$ cat src/design/cbpf_pkg.sv
// ----------------------------------------------------------------------------
// cbpf_pkg
// Shared types, constants and helpers of the cubic Bezier path flattener.
// ----------------------------------------------------------------------------
package cbpf_pkg;

	// defaults for the top-level parameters
	localparam int STEPS_DEF     = 20;
	localparam int FRAC_BITS_DEF = 16;

	// stream widths
	localparam int COORD_W   = 32;
	localparam int IN_DATA_W = 6 * COORD_W;
	localparam int IN_USER_W = 3;
	localparam int OUT_DATA_W = 2 * COORD_W;

	// coefficient, shifted term and sum widths
	localparam int DIFF3_W = COORD_W + 3;
	localparam int CW      = COORD_W + 4;
	localparam int TERM_W  = CW + 2;
	localparam int SUM_W   = CW + 4;

	localparam logic signed [COORD_W-1:0] COORD_MAX = 32'sh7FFF_FFFF;
	localparam logic signed [COORD_W-1:0] COORD_MIN = 32'sh8000_0000;

	typedef enum logic [1:0] {
		OP_VERTEX = 2'd0,
		OP_BEZIER = 2'd1,
		OP_END    = 2'd2
	} op_t;

	typedef enum logic [1:0] {
		ST_IDLE,
		ST_COEF,
		ST_ISSUE
	} state_t;

	// controller to datapath
	typedef struct packed {
		logic ld_coef1;
		logic ld_coef2;
		logic ld_pt_in;
		logic ld_pt_start;
		logic set_prev;
		logic set_start;
		logic clr_path;
		logic t_clear;
		logic issue;
		logic last;
	} cmd_t;

	// datapath to controller
	typedef struct packed {
		logic adv;
		logic busy;
	} stat_t;

	// 3 * (a - b) at full precision
	function automatic logic signed [DIFF3_W-1:0] triple_diff(
		input logic signed [COORD_W-1:0] a,
		input logic signed [COORD_W-1:0] b
	);
		logic signed [DIFF3_W-1:0] d;
		d = DIFF3_W'(a) - DIFF3_W'(b);
		return d + (d <<< 1);
	endfunction

	function automatic logic signed [COORD_W-1:0] sat32(input logic signed [SUM_W-1:0] v);
		logic signed [COORD_W-1:0] r;
		if (v > SUM_W'(COORD_MAX)) begin
			r = COORD_MAX;
		end else if (v < SUM_W'(COORD_MIN)) begin
			r = COORD_MIN;
		end else begin
			r = COORD_W'(v);
		end
		return r;
	endfunction

endpackage

$ cat src/design/cbpf_ctrl.sv
// ----------------------------------------------------------------------------
// cbpf_ctrl
// Command decoder and vertex sequencer of the path flattener.
// ----------------------------------------------------------------------------
module cbpf_ctrl #(
	parameter int STEPS = cbpf_pkg::STEPS_DEF
) (
	input  logic            clk,
	input  logic            arst_n,
	input  logic            s_axis_tvalid,
	output logic            s_axis_tready,
	input  logic [1:0]      opcode,
	input  logic            close_path,
	input  cbpf_pkg::stat_t stat,
	output cbpf_pkg::cmd_t  cmd
);

	localparam int CNTW = $clog2(STEPS);
	localparam logic [CNTW-1:0] LAST_IDX = CNTW'(STEPS - 1);

	cbpf_pkg::state_t state_q, state_d;
	logic             have_point_q, have_point_d;
	logic [CNTW-1:0]  count_q, count_d;
	logic             single_q, single_d;
	logic             accept;

	assign s_axis_tready = (state_q == cbpf_pkg::ST_IDLE) && !stat.busy;
	assign accept        = s_axis_tvalid && s_axis_tready;

	always_ff @(posedge clk or negedge arst_n) begin
		if (!arst_n) begin
			state_q      <= cbpf_pkg::ST_IDLE;
			have_point_q <= 1'b0;
			count_q      <= '0;
			single_q     <= 1'b0;
		end else begin
			state_q      <= state_d;
			have_point_q <= have_point_d;
			count_q      <= count_d;
			single_q     <= single_d;
		end
	end

	always_comb begin
		state_d      = state_q;
		have_point_d = have_point_q;
		count_d      = count_q;
		single_d     = single_q;
		cmd          = '0;
		unique case (state_q)
			cbpf_pkg::ST_IDLE: begin
				if (accept) begin
					count_d = '0;
					unique case (opcode)
						cbpf_pkg::OP_VERTEX: begin
							cmd.ld_pt_in  = 1'b1;
							cmd.set_prev  = 1'b1;
							cmd.set_start = !have_point_q;
							cmd.t_clear   = 1'b1;
							have_point_d  = 1'b1;
							single_d      = 1'b1;
							state_d       = cbpf_pkg::ST_ISSUE;
						end
						cbpf_pkg::OP_BEZIER: begin
							// a segment needs a previous point; drop it otherwise
							if (have_point_q) begin
								cmd.ld_coef1 = 1'b1;
								cmd.set_prev = 1'b1;
								cmd.t_clear  = 1'b1;
								single_d     = 1'b0;
								state_d      = cbpf_pkg::ST_COEF;
							end
						end
						cbpf_pkg::OP_END: begin
							if (close_path && have_point_q) begin
								cmd.ld_pt_start = 1'b1;
								cmd.t_clear     = 1'b1;
								single_d        = 1'b1;
								state_d         = cbpf_pkg::ST_ISSUE;
							end
							cmd.clr_path = 1'b1;
							have_point_d = 1'b0;
						end
						default: begin
						end
					endcase
				end
			end
			cbpf_pkg::ST_COEF: begin
				cmd.ld_coef2 = 1'b1;
				state_d      = cbpf_pkg::ST_ISSUE;
			end
			cbpf_pkg::ST_ISSUE: begin
				if (stat.adv) begin
					cmd.issue = 1'b1;
					cmd.last  = single_q || (count_q == LAST_IDX);
					if (cmd.last) begin
						state_d = cbpf_pkg::ST_IDLE;
					end else begin
						count_d = count_q + CNTW'(1);
					end
				end
			end
			default: begin
				state_d = cbpf_pkg::ST_IDLE;
			end
		endcase
	end

	a_issue_on_adv: assert property (@(posedge clk) disable iff (!arst_n)
		cmd.issue |-> stat.adv)
		else $error("vertex issued while the pipeline is stalled");

	a_accept_when_drained: assert property (@(posedge clk) disable iff (!arst_n)
		s_axis_tready |-> !stat.busy)
		else $error("command accepted with the pipeline still busy");

	a_count_range: assert property (@(posedge clk) disable iff (!arst_n)
		(state_q == cbpf_pkg::ST_ISSUE) |-> (count_q <= LAST_IDX))
		else $error("vertex counter past the last step");

	a_bezier_coef: assert property (@(posedge clk) disable iff (!arst_n)
		(accept && opcode == cbpf_pkg::OP_BEZIER && have_point_q)
			|=> (state_q == cbpf_pkg::ST_COEF))
		else $error("bezier segment did not start coefficient setup");

	a_end_clears: assert property (@(posedge clk) disable iff (!arst_n)
		(accept && opcode == cbpf_pkg::OP_END) |=> !have_point_q)
		else $error("end command left the path open");

endmodule

$ cat config.mk
export PLATFORM = sky130hd
export DESIGN_NAME = cbpf_ctrl
export DESIGN_NICKNAME = d
export VERILOG_FILES = /design/src/design/cbpf_pkg.sv /design/src/design/cbpf_ctrl.sv
export SDC_FILE = /design/constraint.sdc
export NUM_CORES = 1
export LEC_CHECK = 0
export BUFFER_PORTS_ARGS = -buffer_cell sky130_fd_sc_hd__buf_2
export CAP_MARGIN = 20
export CORE_MARGIN = 3
export CORE_UTILIZATION = 42
export DETAILED_ROUTE_END_ITERATION = 7
export GPL_TIMING_DRIVEN = 0
export PLACE_DENSITY = 0.72
export SYNTH_ARGS = -nofsm -noshare
export SYNTH_HDL_FRONTEND = slang
export SYNTH_SLANG_ARGS = --single-unit
$ cat constraint.sdc
create_clock -name clk -period 1.6 [get_ports clk]
set_input_delay 0.32 -clock clk [delete_from_list [all_inputs] [get_ports clk]]
set_output_delay 0.32 -clock clk [all_outputs]
set_load 0.005 [all_outputs]
; After elaboration in Yosys (flattened, before gate mapping)
; Index checks and enable logic that the tools add are counted.
[word_totals]
word_cells = 65
output_inout_bits = 11
ff_bits = 9
[op_classes]
reduce_logical = 15
addsub = 1
n_eq_ne = 14
mux = 31
[op_table]
columns = cell, count
row1 = 5-bit 2-to-1 mux, 3
row2 = 2-bit 2-to-1 mux, 7
row3 = 1-bit 2-to-1 mux, 12
row4 = 6-bit 2-to-1 mux, 2
row5 = 2-bit != test (second input constant), 6
row6 = 2-bit case mux with 3 select lines, 2
row7 = 5-bit case mux with 2 select lines, 1
row8 = 3-bit != test (second input constant), 2
row9 = 1-bit case mux with 3 select lines, 2
row10 = 6-bit AND reduction, 1
row11 = 5-bit by 1-bit adder with 5-bit output (second input constant), 1
row12 = 5-bit == test (second input constant), 1
row13 = 5-bit AND reduction, 1
row14 = 2-bit by 1-bit == test with 1-bit output (second input constant), 2
row15 = 2-bit == test (second input constant), 2
row16 = 2-bit logical NOT, 2
row17 = 4-bit by 1-bit != test with 1-bit output (second input constant), 1
row18 = 1-bit case mux with 2 select lines, 2
row19 = 4-bit AND reduction, 1
row20 = 2-bit nonzero test, 2
row21 = 1-bit logical AND, 3
row22 = 3-bit AND reduction, 1
row23 = 3-bit nonzero test, 1
row24 = 1-bit logical NOT, 2
row25 = 1-bit logical OR, 1

; Depth between registers and ports, before layout
[logic_depth]
ltp_word = 5
mapped_depth = 4

; Worst setup path before layout
; No wires, ideal clock.
[synth_path]
path_type = flip-flop to output port
startpoint = register state_q[0]
endpoint = output cmd[4] (netlist name)
setup_slack_ns = -0.212
path_buffers = 1
path_stages_with_launch = 5
t_required_ns = 1.280
t_arrival_ns = 1.492
path_cell_list = dfrtp_1 > or4b_1 > buf_6 > nor3_4 > nor4b_1
[synth_rtl]
columns = element, line_no
row1 = "start, declared", cbpf_ctrl.sv:21  ; cbpf_pkg::state_t state_q, state_d;
row2 = "start signal, assigned", cbpf_ctrl.sv:32  ; state_q <= cbpf_pkg::ST_IDLE;
row3 = "start signal, assigned", cbpf_ctrl.sv:37  ; state_q <= state_d;
row4 = "end, declared", cbpf_ctrl.sv:15  ; output cbpf_pkg::cmd_t cmd

==> run_results.csv <==
group,metric,value,unit
yosys,synth_warnings,0,
setup_path,setup.worst_path.start,"state_q[1]$_DFFE_PN0P_",
timing,worstMarginPinSlew,629,ps
worst_hold_path,whs_path_depth,3,
clock_network,numCtsBuffers,3,
cells_and_area,area_growth,55.5,%
routing,ant_nets,0,
grt,grt_use_total,17.6,%
die,die_y,42.9,um
clock_network,path_clk_slew,60,ps
die,rows,12,
cells_and_area,drive_gt1_share,50.0,%
timing,maxSlewViolCount,0,
setup_path,crit_type,"reg2out",
yosys,synth-seq-area-share,39.5,%
timing,worst_slack,-493,ps
timing,clock_skew,4.93,ps
yosys,synth-adder-area-share,2.19,%
clock_network,htreeDepth,1,
yosys,synth_cell_types,31,
cells_and_area,fin_area,887,sq um
pwr,ir_drop,673,uV
yosys,synthCells,61,
yosys,synth_top_family_by_area,"simple AND/OR/NAND/NOR gates",
yosys,synthesis.nets,70,
cells_and_area,final_common_cell,"buf_2",
clock_network,clockBufferDepth,2,
yosys,synth_flop_cell,"dfrtp_1",
yosys,synthArstFlopShare,100,%
timing,slew_headroom,57.7,%
die,coreArea,1190,sq um
timing,hold_viol,0,
setup_path,r2r_cells,6,
cells_and_area,final_cell_mix,"buf_2 (16), buf_4 (12), dfrtp_1 (6)",
routing,first_iter_violations,12,
setup_path,worstReg2RegStart,"state_q[1]$_DFFE_PN0P_",
die,die_w,42.9,um
pwr,power.leakage,0.410,nW
yosys,synth_area_leaders,"dfrtp_1 (39%), nor4b_1 (4.6%), inv_1 (3.9%), nor2b_1 (3.3%), a41oi_1 (3.1%)",
worst_hold_path,hold_class,"in2reg",
timing,fmax,0.478,GHz
grt,grt_start_max_net_pins,10,
cells_and_area,nets,106,
setup_path,critPathLaunchType,"flip-flop",
setup_path,cp.required,1280,ps
pwr,p_per_area,1220,nW/um^2
grt,grt_pass1_vias,586,
die,start_util,48.1,%
routing,firstDrtPassIters,4,
yosys,synth_xor_area_share,0,%
clock_network,root_buffer,"clkbuf_4",
grt,overflow,0,
cells_and_area,area.sequential,229,sq um
outcome,violations,"negative setup slack",
placed_design,place_congestion,0.769,
yosys,synth_top_cell_by_area,"dfrtp_1",
worst_hold_path,worstHoldStart,"stat[1]",
worst_hold_path,hold_end,"state_q[1]$_DFFE_PN0P_",
placed_design,numPortBuffers,17,
die,die_area,1840,sq um
timing,setup_viol,17,
yosys,synth_mux_area_share,1.75,%
die,pin_count,19,
timing,grt_setup_unrepaired,"true",
routing,drc,0,
yosys,synth_edf_count,0,
placed_design,pre_cts_ws,-299,ps
timing,fin_crit,2090,ps
timing,finalCritPeriodShare,131,%
yosys,synth-compound-area-share,18.2,%
clock_network,cts_tree,"yes",
routing,vias,633,
placed_design,hpwlAfterDp,888,um
placed_design,place_area,679,sq um
routing,drt-total-wl,1610,um
yosys,synthSimpleGateAreaFrac,31.8,%
cells_and_area,num-fill-cells,79,
grt,antenna_found_initial,0,
run,max_cap_violations,0,
cells_and_area,multi_input_comb_area,374,sq um
routing,viasPerCell,5.75,
yosys,synthesis.area,571,sq um
setup_path,r2r_setup_slack,-320,ps
yosys,avgSynthCellArea,9.35,sq um
yosys,synth_top_area_share,39.5,%
clock_network,cts.sinks,9,
yosys,ys_ff_latch,9,
pwr,power,0.00108,W
cells_and_area,diodes,0,
clock_network,clk_latency,260,ps
outcome,status,"complete, but fails checks",
routing,wl_per_cell,14.6,um
setup_path,reg2reg_to,"single_q$_DFFE_PN0P_",
setup_path,end_kind,"primary output",
setup_path,crit_arrival,1770,ps
setup_path,crit_path_max_fanout,7,
grt,grt_pass1_wl,2450,um
where the power goes:
part	total (W)	switching (W)	internal (W)	leakage [nW]
Sequential	0.000414	0.000104	0.000310	0.113
Clock	0.000180	0.0000834	0.0000963	0.0150
Combinational	0.000490	0.000250	0.000240	0.282
cell type report:
type                       count  share of cell area, %
multi-input combinational     44                   42.2
sequential                     9                   25.8
timing repair buffer          32                   24.1
clock buffer                   4                   2.96
inverter                       6                   2.54
tap                           14                   1.97
buffer                         1                  0.423
kinds of logic after synthesis:
| logic type | Yosys count |
|---|---|
| adder cells (fa/ha/maj) | 1 |
| AO/OA/AOI/OAI | 15 |
| buffers and inverters | 8 |
| multiplexers | 1 |
| AND/OR/NAND/NOR | 27 |
| flip-flops | 9 |
flip-flops by register name, indices dropped and copies added, names as in the netlist:
name / count
count_q: 5
have_point_q: 1
single_q: 1
state_q: 2
worst max path at each step:
stage                  end  slack, ps  cells past startpoint
finish              cmd[4]       -490                      4
global route        cmd[4]       -540                      4
CTS                 cmd[6]       -530                      5
detailed placement  cmd[6]       -300                      5
global placement    cmd[6]       -290                      5
floorplan           cmd[4]       -150                      4
synthesized netlist by cell type, types with 2 or more instances:
cell type,instances
dfrtp_1,9
inv_1,6
nand2_1,4
nor2b_1,3
nor4b_1,3
a211oi_1,2
a21oi_1,2
a31oi_1,2
a41oi_1,2
nand3_1,2
nand3b_1,2
nor2_1,2
nor3_1,2
o21ai_0,2
o31ai_1,2
metal layers:
| layer | global-route usage [%] | part of all wire [%] | vias up |
|---|---|---|---|
| met5 | 0 | 0 | - |
| met4 | 10.6 | 0.37 | 0 |
| met3 | 6.36 | 6.3 | 2 |
| met2 | 28.1 | 51 | 24 |
| met1 | 19.8 | 42 | 308 |
| li1 | - | - | 299 |
what timing repair did:
item | CTS | global route
gates resized for setup | 7 | 10
endpoints found under the hold margin | 9 | 0
hold buffers | 1 | 0
endpoints found under the setup margin | 16 | 18
setup buffers | 8 | 6
pin swaps | 3 | 3
critical path, stage by stage, from the launching register on:
cell and delay [ps]:
dfrtp_2 410, or4b_4 580, nor3_4 150, nor4b_4 210, buf_2 150
metrics by stage:
stage | utilization [%] | hold WS, ps | setup TNS [ps] | std cells
finish | 74.8 | 394 | -5000 | 110
global route | 74.8 | 382 | -6580 | 110
CTS | 68.2 | 368 | -4010 | 105
detailed placement | 57.3 | 179 | -1960 | 92
global placement | 57.3 | 181 | -2030 | 92
floorplan | - | 24.4 | -494 | 61
Note: power is estimated with default switching activity, not from simulation.
